===== config.mk =====
export PLATFORM = sky130hd
export DESIGN_NAME = crt_flash_coincidence_classifier_top
export DESIGN_NICKNAME = d
export VERILOG_FILES = /design/src/sv/cfcc_pkg.sv /design/src/sv/cfcc_front.sv /design/src/sv/cfcc_fifo.sv /design/src/sv/cfcc_back.sv /design/src/sv/crt_flash_coincidence_classifier_top.sv
export VERILOG_INCLUDE_DIRS = /design/src /design/src/sv
export SDC_FILE = /design/constraint.sdc
export NUM_CORES = 1
export LEC_CHECK = 0
export ABC_AREA = 1
export BUFFER_PORTS_ARGS = -buffer_cell sky130_fd_sc_hd__buf_2
export CAP_MARGIN = 20
export CORE_MARGIN = 4
export CORE_UTILIZATION = 40
export DETAILED_ROUTE_END_ITERATION = 10
export GPL_TIMING_DRIVEN = 1
export MAX_ROUTING_LAYER = met4
export PLACE_DENSITY_LB_ADDON = 0.08
export SLEW_MARGIN = 20
export SYNTH_ARGS = -nofsm -noshare
export SYNTH_HDL_FRONTEND = slang
export SYNTH_HIERARCHICAL = 1
export SYNTH_SLANG_ARGS = --single-unit

===== constraint.sdc =====
create_clock -name clk_i -period 13.17 [get_ports clk_i]
set_input_delay 1.9755 -clock clk_i [delete_from_list [all_inputs] [get_ports clk_i]]
set_output_delay 1.9755 -clock clk_i [all_outputs]
set_load 0.03 [all_outputs]

===== src/sv/crt_flash_coincidence_classifier_top_assert.svh =====
// Assertion macros for the flash coincidence classifier.
`ifndef CRT_FLASH_COINCIDENCE_CLASSIFIER_TOP_ASSERT_SVH
`define CRT_FLASH_COINCIDENCE_CLASSIFIER_TOP_ASSERT_SVH

// Same-cycle implication, checked at every rising edge outside reset.
`define CFCC_ASSERT_IMP(label, ante, cons) \
  label: assert property (@(posedge clk_i) disable iff (!rst_ni) (ante) |-> (cons)) \
    else $error("cfcc assertion failed");

// Next-cycle implication.
`define CFCC_ASSERT_NXT(label, ante, cons) \
  label: assert property (@(posedge clk_i) disable iff (!rst_ni) (ante) |=> (cons)) \
    else $error("cfcc assertion failed");

`endif


===== src/sv/cfcc_pkg.sv =====
// Shared types, codes and the match classification for the coincidence classifier.
package cfcc_pkg;

  localparam int unsigned TopMaxPlane  = 36;
  localparam int unsigned SideMaxPlane = 49;
  localparam int unsigned FifoDepth    = 4;
  localparam int unsigned NumCounts    = 6;

  localparam logic [1:0] REGION_TOP    = 2'd0;
  localparam logic [1:0] REGION_SIDE   = 2'd1;
  localparam logic [1:0] REGION_BOTTOM = 2'd2;

  localparam logic [1:0] CFG_WINDOW    = 2'd0;
  localparam logic [1:0] CFG_REAL_MODE = 2'd1;
  localparam logic [1:0] CFG_OFFSET    = 2'd2;
  localparam logic [1:0] CFG_BOTTOM_EN = 2'd3;

  localparam logic [3:0] CLASS_NONE                   = 4'd0;
  localparam logic [3:0] CLASS_EXIT_BOTTOM            = 4'd1;
  localparam logic [3:0] CLASS_ENTER_BOTTOM           = 4'd2;
  localparam logic [3:0] CLASS_OTHERS                 = 4'd3;
  localparam logic [3:0] CLASS_ENTER_TOP_EXIT_BOTTOM  = 4'd4;
  localparam logic [3:0] CLASS_ENTER_TOP              = 4'd5;
  localparam logic [3:0] CLASS_ENTER_SIDE_EXIT_BOTTOM = 4'd6;
  localparam logic [3:0] CLASS_ENTER_SIDE             = 4'd7;
  localparam logic [3:0] CLASS_ENTER_TOP_EXIT_SIDE    = 4'd8;
  localparam logic [3:0] CLASS_EXIT_TOP_ENTER_BOTTOM  = 4'd9;
  localparam logic [3:0] CLASS_EXIT_TOP               = 4'd10;
  localparam logic [3:0] CLASS_EXIT_SIDE_ENTER_BOTTOM = 4'd11;
  localparam logic [3:0] CLASS_EXIT_SIDE              = 4'd12;
  localparam logic [3:0] CLASS_ENTER_TOP_MULTI        = 4'd13;
  localparam logic [3:0] CLASS_ENTER_TOP_EXIT_SIDE_MULTI = 4'd14;

  // Counter slots: top enter, top exit, side enter, side exit, bottom enter, bottom exit
  localparam int unsigned TEN = 0;
  localparam int unsigned TEX = 1;
  localparam int unsigned SEN = 2;
  localparam int unsigned SEX = 3;
  localparam int unsigned BEN = 4;
  localparam int unsigned BEX = 5;

  typedef struct packed {
    logic [31:0] window;
    logic        real_mode;
    logic [61:0] offset;
    logic        bottom_en;
  } cfcc_cfg_t;

  typedef struct packed {
    logic               first;
    logic               last;
    logic               present;
    logic signed [40:0] flash_time;
    logic signed [31:0] fine_time;
    logic        [61:0] raw_time;
    logic        [6:0]  plane;
  } cfcc_in_t;

  // One classified hit on its way from the front end to the counters
  typedef struct packed {
    logic signed [62:0] tof;
    logic               matched;
    logic               entering;
    logic [1:0]         region;
    logic               first;
    logic               last;
  } cfcc_item_t;

  typedef struct packed {
    logic signed [62:0] tof;
    logic               matched;
    logic               entering;
    logic [1:0]         region;
    logic               class_valid;
    logic [3:0]         match_class;
  } cfcc_res_t;

  // z: count is zero, o: count is exactly one, per counter slot
  function automatic logic [3:0] classify(input logic [NumCounts-1:0] z,
                                          input logic [NumCounts-1:0] o);
    logic [3:0] c;
    c = CLASS_OTHERS;
    if (z[TEN] && z[SEN] && z[TEX] && z[SEX]) begin
      if (z[BEX] && z[BEN])       c = CLASS_NONE;
      else if (!z[BEX] && z[BEN]) c = CLASS_EXIT_BOTTOM;
      else if (z[BEX] && !z[BEN]) c = CLASS_ENTER_BOTTOM;
      else                        c = CLASS_OTHERS;
    end else if (o[TEN] && z[SEN] && z[TEX] && z[SEX]) begin
      c = (o[BEX] && z[BEN]) ? CLASS_ENTER_TOP_EXIT_BOTTOM : CLASS_ENTER_TOP;
    end else if (z[TEN] && o[SEN] && z[TEX] && z[SEX]) begin
      c = (o[BEX] && z[BEN]) ? CLASS_ENTER_SIDE_EXIT_BOTTOM : CLASS_ENTER_SIDE;
    end else if (o[TEN] && z[SEN] && z[TEX] && o[SEX]) begin
      c = CLASS_ENTER_TOP_EXIT_SIDE;
    end else if (z[TEN] && z[SEN] && o[TEX] && z[SEX]) begin
      c = (z[BEX] && o[BEN]) ? CLASS_EXIT_TOP_ENTER_BOTTOM : CLASS_EXIT_TOP;
    end else if (z[TEN] && z[SEN] && z[TEX] && o[SEX]) begin
      c = (z[BEX] && o[BEN]) ? CLASS_EXIT_SIDE_ENTER_BOTTOM : CLASS_EXIT_SIDE;
    end else if (!z[TEN] && !z[SEN] && z[TEX] && z[SEX]) begin
      c = CLASS_ENTER_TOP_MULTI;
    end else if (!z[TEN] && !z[SEN] && z[TEX] && !z[SEX]) begin
      c = CLASS_ENTER_TOP_EXIT_SIDE_MULTI;
    end
    return c;
  endfunction

endpackage


===== src/sv/cfcc_front.sv =====
// Front end: hit time, time of flight, window test and region per item.
module cfcc_front import cfcc_pkg::*; (
  input  logic       clk_i,
  input  logic       rst_ni,
  input  cfcc_cfg_t  cfg_i,
  input  logic       in_valid_i,
  output logic       in_ready_o,
  input  cfcc_in_t   in_i,
  output logic       push_o,
  output cfcc_item_t item_o,
  input  logic       full_i
);

  logic               v1_q, v2_q;
  logic               adv1, adv2;
  logic signed [62:0] hit_time_d, hit_time_q;
  logic signed [40:0] flash_q;
  logic               first1_q, last1_q, present1_q, skip1_q;
  logic [1:0]         region1_q, region1_d;
  logic               skip1_d;
  logic signed [63:0] tof_d, tof_q, ntof_d, ntof_q;
  logic               first2_q, last2_q, present2_q, skip2_q;
  logic [1:0]         region2_q;
  logic        [63:0] mag;
  logic               in_win;
  logic               matched;
  logic signed [62:0] tof_sat;

  assign adv2       = !v2_q || !full_i;
  assign adv1       = !v1_q || adv2;
  assign in_ready_o = adv1;
  assign push_o     = v2_q && !full_i;

  always_comb begin
    if (cfg_i.real_mode) begin
      hit_time_d = {{31{in_i.fine_time[31]}}, in_i.fine_time};
    end else begin
      hit_time_d = {1'b0, in_i.raw_time} - {1'b0, cfg_i.offset};
    end
    if (in_i.plane > 7'(SideMaxPlane)) begin
      region1_d = REGION_BOTTOM;
    end else if (in_i.plane > 7'(TopMaxPlane)) begin
      region1_d = REGION_SIDE;
    end else begin
      region1_d = REGION_TOP;
    end
    skip1_d = (region1_d == REGION_BOTTOM) && !cfg_i.bottom_en;
  end

  // both signs of the difference are formed so the magnitude needs no negation later
  assign tof_d  = {hit_time_q[62], hit_time_q} - {{23{flash_q[40]}}, flash_q};
  assign ntof_d = {{23{flash_q[40]}}, flash_q} - {hit_time_q[62], hit_time_q};

  always_ff @(posedge clk_i or negedge rst_ni) begin
    if (!rst_ni) begin
      v1_q <= 1'b0;
      v2_q <= 1'b0;
    end else begin
      if (adv1) v1_q <= in_valid_i;
      if (adv2) v2_q <= v1_q;
    end
  end

  always_ff @(posedge clk_i) begin
    if (adv1 && in_valid_i) begin
      hit_time_q <= hit_time_d;
      flash_q    <= in_i.flash_time;
      first1_q   <= in_i.first;
      last1_q    <= in_i.last;
      present1_q <= in_i.present;
      region1_q  <= region1_d;
      skip1_q    <= skip1_d;
    end
    if (adv2 && v1_q) begin
      tof_q      <= tof_d;
      ntof_q     <= ntof_d;
      first2_q   <= first1_q;
      last2_q    <= last1_q;
      present2_q <= present1_q;
      region2_q  <= region1_q;
      skip2_q    <= skip1_q;
    end
  end

  assign mag     = tof_q[63] ? ntof_q : tof_q;
  assign in_win  = mag < {32'd0, cfg_i.window};
  assign matched = present2_q && !skip2_q && in_win;

  // clamp to 63 bits when the top two bits disagree
  always_comb begin
    if (tof_q[63] == tof_q[62]) begin
      tof_sat = tof_q[62:0];
    end else if (!tof_q[63]) begin
      tof_sat = {1'b0, {62{1'b1}}};
    end else begin
      tof_sat = {1'b1, {62{1'b0}}};
    end
  end

  always_comb begin
    item_o.tof      = present2_q ? tof_sat : '0;
    item_o.matched  = matched;
    item_o.entering = matched && tof_q[63];
    item_o.region   = matched ? region2_q : REGION_TOP;
    item_o.first    = first2_q;
    item_o.last     = last2_q;
  end

endmodule


===== src/sv/cfcc_fifo.sv =====
// Short queue of classified hits between front end and counters.
module cfcc_fifo import cfcc_pkg::*; (
  input  logic       clk_i,
  input  logic       rst_ni,
  input  logic       push_i,
  input  cfcc_item_t item_i,
  output logic       full_o,
  input  logic       pop_i,
  output cfcc_item_t item_o,
  output logic       empty_o
);

  localparam int unsigned PtrW = $clog2(FifoDepth);

  cfcc_item_t       mem_q [FifoDepth];
  logic [PtrW-1:0]  wr_q, rd_q;
  logic [PtrW:0]    cnt_q;

  assign full_o  = cnt_q == (PtrW+1)'(FifoDepth);
  assign empty_o = cnt_q == '0;
  assign item_o  = mem_q[rd_q];

  always_ff @(posedge clk_i or negedge rst_ni) begin
    if (!rst_ni) begin
      wr_q  <= '0;
      rd_q  <= '0;
      cnt_q <= '0;
    end else begin
      if (push_i) wr_q <= wr_q + 1'b1;
      if (pop_i)  rd_q <= rd_q + 1'b1;
      if (push_i && !pop_i)      cnt_q <= cnt_q + 1'b1;
      else if (pop_i && !push_i) cnt_q <= cnt_q - 1'b1;
    end
  end

  always_ff @(posedge clk_i) begin
    if (push_i) mem_q[wr_q] <= item_i;
  end

endmodule


===== src/sv/cfcc_back.sv =====
// Back end: per-region entering/exiting counters, flash classification, output register.
module cfcc_back import cfcc_pkg::*; #(
  parameter int unsigned COUNT_WIDTH = 8
) (
  input  logic       clk_i,
  input  logic       rst_ni,
  input  cfcc_item_t item_i,
  input  logic       empty_i,
  output logic       pop_o,
  output logic       out_valid_o,
  input  logic       out_ready_i,
  output cfcc_res_t  res_o
);

  logic [COUNT_WIDTH-1:0] cnt_q [NumCounts];
  logic [COUNT_WIDTH-1:0] cnt_d [NumCounts];
  logic [NumCounts-1:0]   is_zero, is_one;
  logic [2:0]             slot;
  logic                   out_v_q;
  cfcc_res_t              res_q, res_d;

  assign pop_o       = !empty_i && (!out_v_q || out_ready_i);
  assign out_valid_o = out_v_q;
  assign res_o       = res_q;
  // slot = region * 2 + exiting
  assign slot        = {item_i.region, !item_i.entering};

  always_comb begin
    for (int i = 0; i < NumCounts; i++) begin
      cnt_d[i] = item_i.first ? '0 : cnt_q[i];
      if (item_i.matched && slot == 3'(i) && cnt_d[i] != '1) begin
        cnt_d[i] = cnt_d[i] + 1'b1;
      end
      is_zero[i] = cnt_d[i] == '0;
      is_one[i]  = cnt_d[i] == COUNT_WIDTH'(1);
    end
    res_d.tof         = item_i.tof;
    res_d.matched     = item_i.matched;
    res_d.entering    = item_i.entering;
    res_d.region      = item_i.region;
    res_d.class_valid = item_i.last;
    res_d.match_class = item_i.last ? classify(is_zero, is_one) : CLASS_NONE;
  end

  always_ff @(posedge clk_i or negedge rst_ni) begin
    if (!rst_ni) begin
      out_v_q <= 1'b0;
      for (int i = 0; i < NumCounts; i++) cnt_q[i] <= '0;
    end else begin
      if (pop_o) begin
        out_v_q <= 1'b1;
        for (int i = 0; i < NumCounts; i++) cnt_q[i] <= cnt_d[i];
      end else if (out_ready_i) begin
        out_v_q <= 1'b0;
      end
    end
  end

  always_ff @(posedge clk_i) begin
    if (pop_o) res_q <= res_d;
  end

endmodule


===== src/sv/crt_flash_coincidence_classifier_top.sv =====
// Flash coincidence classifier: one result per hit item, match class on each flash's last item.
// Takes one item per clock and keeps that rate as long as results are taken. An item's
// result passes two front-end stages (hit time, then time of flight and window test), a
// four-entry queue and the output register that follows the counter update. The queue
// lets input keep flowing while the output side stalls; once it is full and both
// front-end stages hold items, tready falls. Configuration writes are always taken and
// are meant for an idle block.
module crt_flash_coincidence_classifier_top import cfcc_pkg::*; #(
  parameter int unsigned COUNT_WIDTH = 8
) (
  input  logic         clk_i,
  input  logic         rst_ni,
  input  logic         s_axis_tvalid_i,
  output logic         s_axis_tready_o,
  // flash_time_ns[40:0], fine_time_ns[72:41], raw_timestamp_ns[134:73], plane[141:135]
  input  logic [143:0] s_axis_tdata_i,
  input  logic         s_axis_tlast_i,   // last_of_flash
  // first_of_flash[0], hit_present[1]
  input  logic [1:0]   s_axis_tuser_i,
  output logic         m_axis_tvalid_o,
  input  logic         m_axis_tready_i,
  // time_of_flight_ns[62:0], hit_matched[63], entering[64], region[66:65],
  // match_class[70:67]
  output logic [71:0]  m_axis_tdata_o,
  output logic         m_axis_tlast_o,   // class_valid
  input  logic         cfg_valid_i,
  output logic         cfg_ready_o,
  input  logic [1:0]   cfg_index_i,
  input  logic [63:0]  cfg_data_i
);

  `include "crt_flash_coincidence_classifier_top_assert.svh"

  cfcc_cfg_t  cfg_q;
  cfcc_in_t   in_item;
  cfcc_item_t front_item, fifo_item;
  cfcc_res_t  res;
  logic       push, full, pop, empty;

  assign cfg_ready_o = 1'b1;

  always_ff @(posedge clk_i or negedge rst_ni) begin
    if (!rst_ni) begin
      cfg_q.window    <= 32'd100;
      cfg_q.real_mode <= 1'b1;
      cfg_q.offset    <= '0;
      cfg_q.bottom_en <= 1'b0;
    end else if (cfg_valid_i) begin
      unique case (cfg_index_i)
        CFG_WINDOW:    cfg_q.window    <= cfg_data_i[31:0];
        CFG_REAL_MODE: cfg_q.real_mode <= cfg_data_i[0];
        CFG_OFFSET:    cfg_q.offset    <= cfg_data_i[61:0];
        CFG_BOTTOM_EN: cfg_q.bottom_en <= cfg_data_i[0];
        default: ;
      endcase
    end
  end

  always_comb begin
    in_item.first      = s_axis_tuser_i[0];
    in_item.last       = s_axis_tlast_i;
    in_item.present    = s_axis_tuser_i[1];
    in_item.flash_time = s_axis_tdata_i[40:0];
    in_item.fine_time  = s_axis_tdata_i[72:41];
    in_item.raw_time   = s_axis_tdata_i[134:73];
    in_item.plane      = s_axis_tdata_i[141:135];
  end

  cfcc_front u_front (
    .clk_i      (clk_i),
    .rst_ni     (rst_ni),
    .cfg_i      (cfg_q),
    .in_valid_i (s_axis_tvalid_i),
    .in_ready_o (s_axis_tready_o),
    .in_i       (in_item),
    .push_o     (push),
    .item_o     (front_item),
    .full_i     (full)
  );

  cfcc_fifo u_fifo (
    .clk_i   (clk_i),
    .rst_ni  (rst_ni),
    .push_i  (push),
    .item_i  (front_item),
    .full_o  (full),
    .pop_i   (pop),
    .item_o  (fifo_item),
    .empty_o (empty)
  );

  cfcc_back #(
    .COUNT_WIDTH (COUNT_WIDTH)
  ) u_back (
    .clk_i       (clk_i),
    .rst_ni      (rst_ni),
    .item_i      (fifo_item),
    .empty_i     (empty),
    .pop_o       (pop),
    .out_valid_o (m_axis_tvalid_o),
    .out_ready_i (m_axis_tready_i),
    .res_o       (res)
  );

  assign m_axis_tdata_o = {1'b0, res.match_class, res.region, res.entering, res.matched,
                           res.tof};
  assign m_axis_tlast_o = res.class_valid;

  `CFCC_ASSERT_IMP(a_class_only_last, m_axis_tvalid_o && !m_axis_tlast_o,
                   res.match_class == CLASS_NONE)
  `CFCC_ASSERT_IMP(a_unmatched_clear, m_axis_tvalid_o && !res.matched,
                   !res.entering && res.region == REGION_TOP)
  `CFCC_ASSERT_IMP(a_region_legal, m_axis_tvalid_o && res.matched,
                   res.region == REGION_TOP || res.region == REGION_SIDE ||
                   res.region == REGION_BOTTOM)
  `CFCC_ASSERT_IMP(a_entering_sign, m_axis_tvalid_o && res.matched,
                   res.entering == res.tof[62])

endmodule

; Yosys cells after proc, flatten, opt, wreduce, memory -nomap -nowiden
; Memory sizes are Yosys's and may differ from the RTL's.
; Index checks and enable logic that the tools add are counted.
[totals]
register_bits = 470
ram_bits = 276
inputBits = 218
output_inout_bits = 76
elab_cells = 194
mem_count = 1
[memory_table]
columns = memory, words, width, rd, rd_ports_with_merged_regs, wr, line_no
row1 = u_fifo.mem_q, 4, 69, 1, 0, 1, cfcc_fifo.sv:15  ; cfcc_item_t mem_q [FifoDepth];
[classes]
addsub = 13
magnitude_cmp = 3
n_eq_ne = 23
muxes = 41
reduce_logical = 77
[ops]
columns = operator, count
row1 = two-way mux 63 bit, 4
row2 = two-way mux 8 bit, 12
row3 = less-than comparator 64 x 32 -> 1 bit, 1
row4 = two-way mux 64 bit, 1
row5 = subtractor 41 x 63 -> 64 bit, 1
row6 = subtractor 63 x 41 -> 64 bit, 1
row7 = subtractor 62 x 62 -> 63 bit, 1
row8 = adder 8 x 1 -> 8 bit (second input constant), 6
row9 = equality test 8 x 1 -> 1 bit (second input constant), 6
row10 = zero test 8 bit, 6
row11 = inequality test 8 bit (second input constant), 6
row12 = logical AND 1 bit, 44
row13 = two-way mux 4 bit, 10
row14 = zero test 1 bit, 15
row15 = > comparator 7 x 6 -> 1 bit (second input constant), 2
row16 = equality test 3 bit (second input constant), 3
row17 = two-way mux 3 bit, 3
row18 = two-way mux 1 bit, 8
row19 = AND reduction 2 bit, 4
row20 = equality test 2 bit (second input constant), 3
row21 = equality test 3 x 2 -> 1 bit (second input constant), 2
row22 = zero test 3 bit, 2
row23 = two-way mux 2 bit, 3
row24 = adder 2 x 1 -> 2 bit (second input constant), 2
row25 = 8 further kinds, 11

; Depth between registers and ports, before layout
; An unclocked memory read counts as a cell.
[logic_depth]
ltp_word = 19
ltp_mapped = 30
depth_no_buf = 26

; Modules after synthesis
; The synthesis kept the hierarchy.
[modules_own_cells]
columns = mod, n_inst, cells_per_inst, area_each_um2, seq_area_each_um2
row1 = cfcc_front, 1, 3873, 25175.4, 7347.0
row2 = cfcc_fifo, 1, 853, 11853.9, 8463.1
row3 = cfcc_back, 1, 774, 6505.0, 3388.2
row4 = crt_flash_coincidence_classifier_top, 1, 431, 3913.8, 2407.3

; Worst setup path after synthesis
; Ideal clock, no wire load.
[synth_timing]
path_kind = register -> register
startpoint = register u_fifo.cnt_q[0]
endpoint = register u_front.first2_q, enable pin
setup_time_ps = 630
t_arrival_ps = 6189
t_required_ps = 12540
slack_ps = 6351
stages_incl_launch_ff = 5
path_buffers = 0
period_less_slack_ps = 6819
cell_sequence = dfrtp_1 -> nor3_1 -> nand2_1 -> inv_1 -> nor2_1
[synth_via]
elab_chain_len = 4
[synth_lines]
columns = item, line_no
row1 = "start, declared", cfcc_fifo.sv:17  ; logic [PtrW:0] cnt_q;
row2 = "start signal, assigned", cfcc_fifo.sv:31  ; if (push_i && !pop_i) cnt_q <= cnt_q + 1'b1;
row3 = "start signal, assigned", cfcc_fifo.sv:32  ; else if (pop_i && !push_i) cnt_q <= cnt_q - 1'b1;
row4 = equality test 3 bit, cfcc_fifo.sv:19  ; assign full_o = cnt_q == (PtrW+1)'(FifoDepth);
row5 = named net full, crt_flash_coincidence_classifier_top.sv:38  ; logic push, full, pop, empty;
row6 = zero test 1 bit, cfcc_front.sv:29  ; assign adv2 = !v2_q || !full_i;
row7 = logical OR 1 bit, cfcc_front.sv:29
row8 = logical AND 1 bit, cfcc_front.sv:74  ; if (adv2 && v1_q) begin
row9 = "end signal, assigned", cfcc_front.sv:77  ; first2_q <= first1_q;
row10 = "end, declared", cfcc_front.sv:22  ; logic first2_q, last2_q, present2_q, skip2_q;
; The timed path passes the listed nets, and every way through them passes these cells.
; A chain may end at the register's enable or synchronous reset.

==> impl_metrics.py <==
metrics = {
    "floorplanning": {
        "fp.coreArea_um2": 117900,
        "pin_count": 294,
        "num_rows": 126,
        "die_x_um": 352.4,
        "dieHeight_um": 352.4,
        "die_area_um2": 124200,
        "initial_core_util_pct": 40.24,
    },
    "place": {
        "gp_congestion": 0.9929,
        "place_hpwl_um": 120600,
        "portBuffers": 287,
    },
    "global_route": {
        "grt_pass1_vias": 37510,
        "grt_start_max_net_pins": 93,
        "antenna_found_initial": 9,
        "grt_pass1_wl_um": 227700,
        "grt_use_total_pct": 24.80,
        "grt_overflow_total": 0,
    },
    "setup_path": {
        "path_max_fanout": 46,
        "required_ns": 13.59,
        "r2r_slack_ns": 8.44,
        "cpMostUsedCell": "nand2_1",
        "slowest_stage": "dfrtp_4",
        "critPathLaunch": "u_fifo/rd_q[1]$_DFFE_PN0P_",
        "cpPeakStageDelay_ns": 0.65,
        "r2r-start": "u_fifo/rd_q[1]$_DFFE_PN0P_",
        "worstRegToRegCells": 25,
        "worstSetupEndpoint": "u_back/res_o[0]$_SDFFCE_PN0P_",
        "timing.rr.end": "u_back/res_o[0]$_SDFFCE_PN0P_",
        "startpoint_type": "flop",
        "crit_type": "flop to flop",
        "critPathCaptureType": "flop",
        "path_delay_family": "simple AND/OR/NAND/NOR gates",
        "cp.depth": 25,
        "arrival_ns": 5.15,
        "critPathBufInv": 5,
    },
    "route": {
        "routed_wl_um": 151600,
        "ant_nets": 0,
        "via_per_inst": 4.913,
        "wl_per_cell_um": 19.49,
        "drtIter0Drc": 2735,
        "drc": 0,
        "vias": 38230,
        "drtPass1Iterations": 8,
    },
    "timing": {
        "setup_viol": 0,
        "tns_ns": 0,
        "slew_viol_final": 0,
        "skew_ns": 0.04777,
        "fmax_ghz": 0.2114,
        "min_period_ns": 4.731,
        "slew_headroom_pct": 30.84,
        "hold_viol": 0,
        "tightest_slew_ns": 1.035,
        "finalCritPeriodShare_pct": 35.92,
        "rsz0062_at_grt": "false",
    },
    "logic_synthesis": {
        "synth_mux_area_share_pct": 0,
        "synth_area_leaders": "edfxtp_1 (37%), nand2_1 (15%), inv_1 (8.3%)",
        "synth_cell_types": 57,
        "ys_seq_elements": 745,
        "synthCells": 5931,
        "synth_seq_area_share_pct": 45.54,
        "ys_warn_count": 6,
        "synth_compound_area_share_pct": 9.583,
        "netlist.area_leader.share_pct": 37.40,
        "synth-adder-area-share_pct": 6.234,
        "synth_top_family_by_area": "simple AND/OR/NAND/NOR gates",
        "ys.flop_type": "edfxtp_1",
        "yosys.area_share.simple_pct": 25.92,
        "synthesis.nets": 6383,
        "yosys.area.top_type": "edfxtp_1",
        "syn_area_um2": 47450,
        "synth-xor-area-share_pct": 1.917,
        "synth_edf_count": 591,
        "async_flop_share_pct": 20.67,
        "synth_area_per_cell_um2": 8.000,
    },
    "clock_tree": {
        "cts_sinks": 745,
        "post-cts-setup-buffers": 0,
        "cts_made_buffers": 87,
        "cts_max_level": 3,
        "cts_buffer_depth": 3,
        "cts_resized": 0,
        "insertion_delay_ns": 0.68,
        "holdBufCountCts": 0,
        "cts-root-buf": "clkbuf_16",
        "cts_tree": "done",
        "path_clk_slew_ns": 0.06,
    },
    "pwr": {
        "pwr_density_cell_nw_per_um2": 206.9,
        "vdd_drop_max_mv": 0.1439,
        "leakage_nw": 25.54,
    },
    "final_layout": {
        "area_delta_synth_final_pct": 11.59,
        "multi_input_area_um2": 20760,
        "fin_nets": 6618,
        "nFillCells": 12000,
        "layout.cells.most_common": "nand2_1",
        "ff_latch_area_um2": 21610,
        "final_cell_mix": "nand2_1 (1887), inv_1 (1039), edfxtp_1 (591), nor2_1 (355), a21oi_1 (303)",
        "final_util_pct": 44.90,
        "layout-drive-gt1-share_pct": 12.27,
    },
    "flow_run": {
        "cap_violations": 0,
    },
    "worst_hold_path": {
        "hold_path_class": "flop to flop",
    },
    "outcome": {
        "outcome": "completed",
    },
}
[how the worst min path moves through the flow]
stage                                              start                             end  slack, ns  cells after the start
after floorplan               u_front/first1_q$_DFFE_PP_      u_front/first2_q$_DFFE_PP_       0.40                      0
after global placement      u_front/present1_q$_DFFE_PP_    u_front/present2_q$_DFFE_PP_       0.40                      0
after detailed placement  u_front/region1_q[0]$_DFFE_PP_  u_front/region2_q[0]$_DFFE_PP_       0.41                      0
after CTS                 u_front/region1_q[1]$_DFFE_PP_  u_front/region2_q[1]$_DFFE_PP_       0.42                      0
after global routing        u_front/present1_q$_DFFE_PP_    u_front/present2_q$_DFFE_PP_       0.43                      0
final                     u_front/region1_q[1]$_DFFE_PP_  u_front/region2_q[1]$_DFFE_PP_       0.42                      0
[Yosys cell counts (3+ instances only)]
master,n
a21oi_1,304
a211oi_1,4
or2_2,14
buf_1,3
clkbuf_2,16
and2_1,3
o211ai_2,79
nand2_1,1887
nand3b_2,4
nor3_1,20
o21ai_0,208
o21bai_1,19
buf_2,46
nand2_2,38
buf_6,30
clkbuf_1,53
nor2_2,60
o21ai_1,21
nand3b_1,11
nand4_2,3
buf_4,19
nor2_1,356
nor4_1,9
edfxtp_1,591
nor3_2,13
xor2_1,79
inv_1,1045
a31oi_1,14
fa_1,4
a21boi_0,8
nand3_1,261
o21ai_2,4
nand3_2,14
o211ai_1,68
xnor2_1,23
nand4_1,130
nand2b_1,5
nand2_4,7
nor2_4,20
ha_1,230
dfrtp_1,150
dfstp_2,4
inv_2,36
[state kept, by name, summed over array words and instances, names as in the netlist, 2 cells and up]
| signal | cells |
|---|---|
| u_front/tof_q | 64 |
| u_front/region2_q | 2 |
| u_fifo/wr_q | 2 |
| u_front/region1_q | 2 |
| u_back/res_o | 72 |
| u_fifo/cnt_q | 3 |
| u_front/ntof_q | 63 |
| u_front/hit_time_q | 63 |
| u_back/cnt_q | 48 |
| u_front/flash_q | 41 |
| u_fifo/mem_q | 276 |
| cfg_q | 96 |
| u_fifo/rd_q | 2 |
[logic make-up (layout without fill, tap and decap cells)]
logic type | Yosys count | after routing
AOI/OAI and AO/OA | 732 | 732
xor gates and xnor gates | 103 | 103
adders and majority gates | 234 | 234
buffers and inverters | 1253 | 1559
DFF | 745 | 745
other | 2 | 9
and+or+nand+nor | 2862 | 2862
[stage by stage]
stage	setup WS (ns)	std cells	hold WS [ns]	power, W	cell area, um^2
2_1_floorplan	6.351	5931	0.4003	0.007126	47450
3_3_place_gp	8.354	7612	0.4028	0.008541	50020
3_5_place_dp	8.373	7613	0.4057	0.008596	50040
4_1_cts	8.384	7773	0.4199	0.01107	52930
5_1_grt	8.002	7780	0.4289	0.01172	52950
6_report	8.439	7780	0.4177	0.01095	52950
[power breakdown]
group	internal, W	switching (W)
Clock	0.00140	0.00103
Combinational	0.00126	0.00339
Sequential	0.00358	0.000292
Total	0.00624	0.00471
[routing by layer]
layer  routed length, um  vias up  global-route usage (%)
li1                    -    19530                       -
met1               67490    17550                   31.53
met2               69960      893                   40.08
met3                6495      252                   3.030
met4                7673        0                   10.72
met5                   0        -                       -
[layout make-up]
| cell class | count | share of cell area (%) |
|---|---|---|
| Sequential cell | 745 | 40.82 |
| Timing Repair Buffer | 316 | 3.178 |
| Clock buffer | 104 | 4.350 |
| Clock inverter | 56 | 1.092 |
| Multi-Input combinational cell | 3933 | 39.21 |
| Inverter | 1083 | 7.687 |
| Tap cell | 1536 | 3.630 |
| Antenna cell | 7 | 0.03308 |
(Power assumes the default switching activity.)
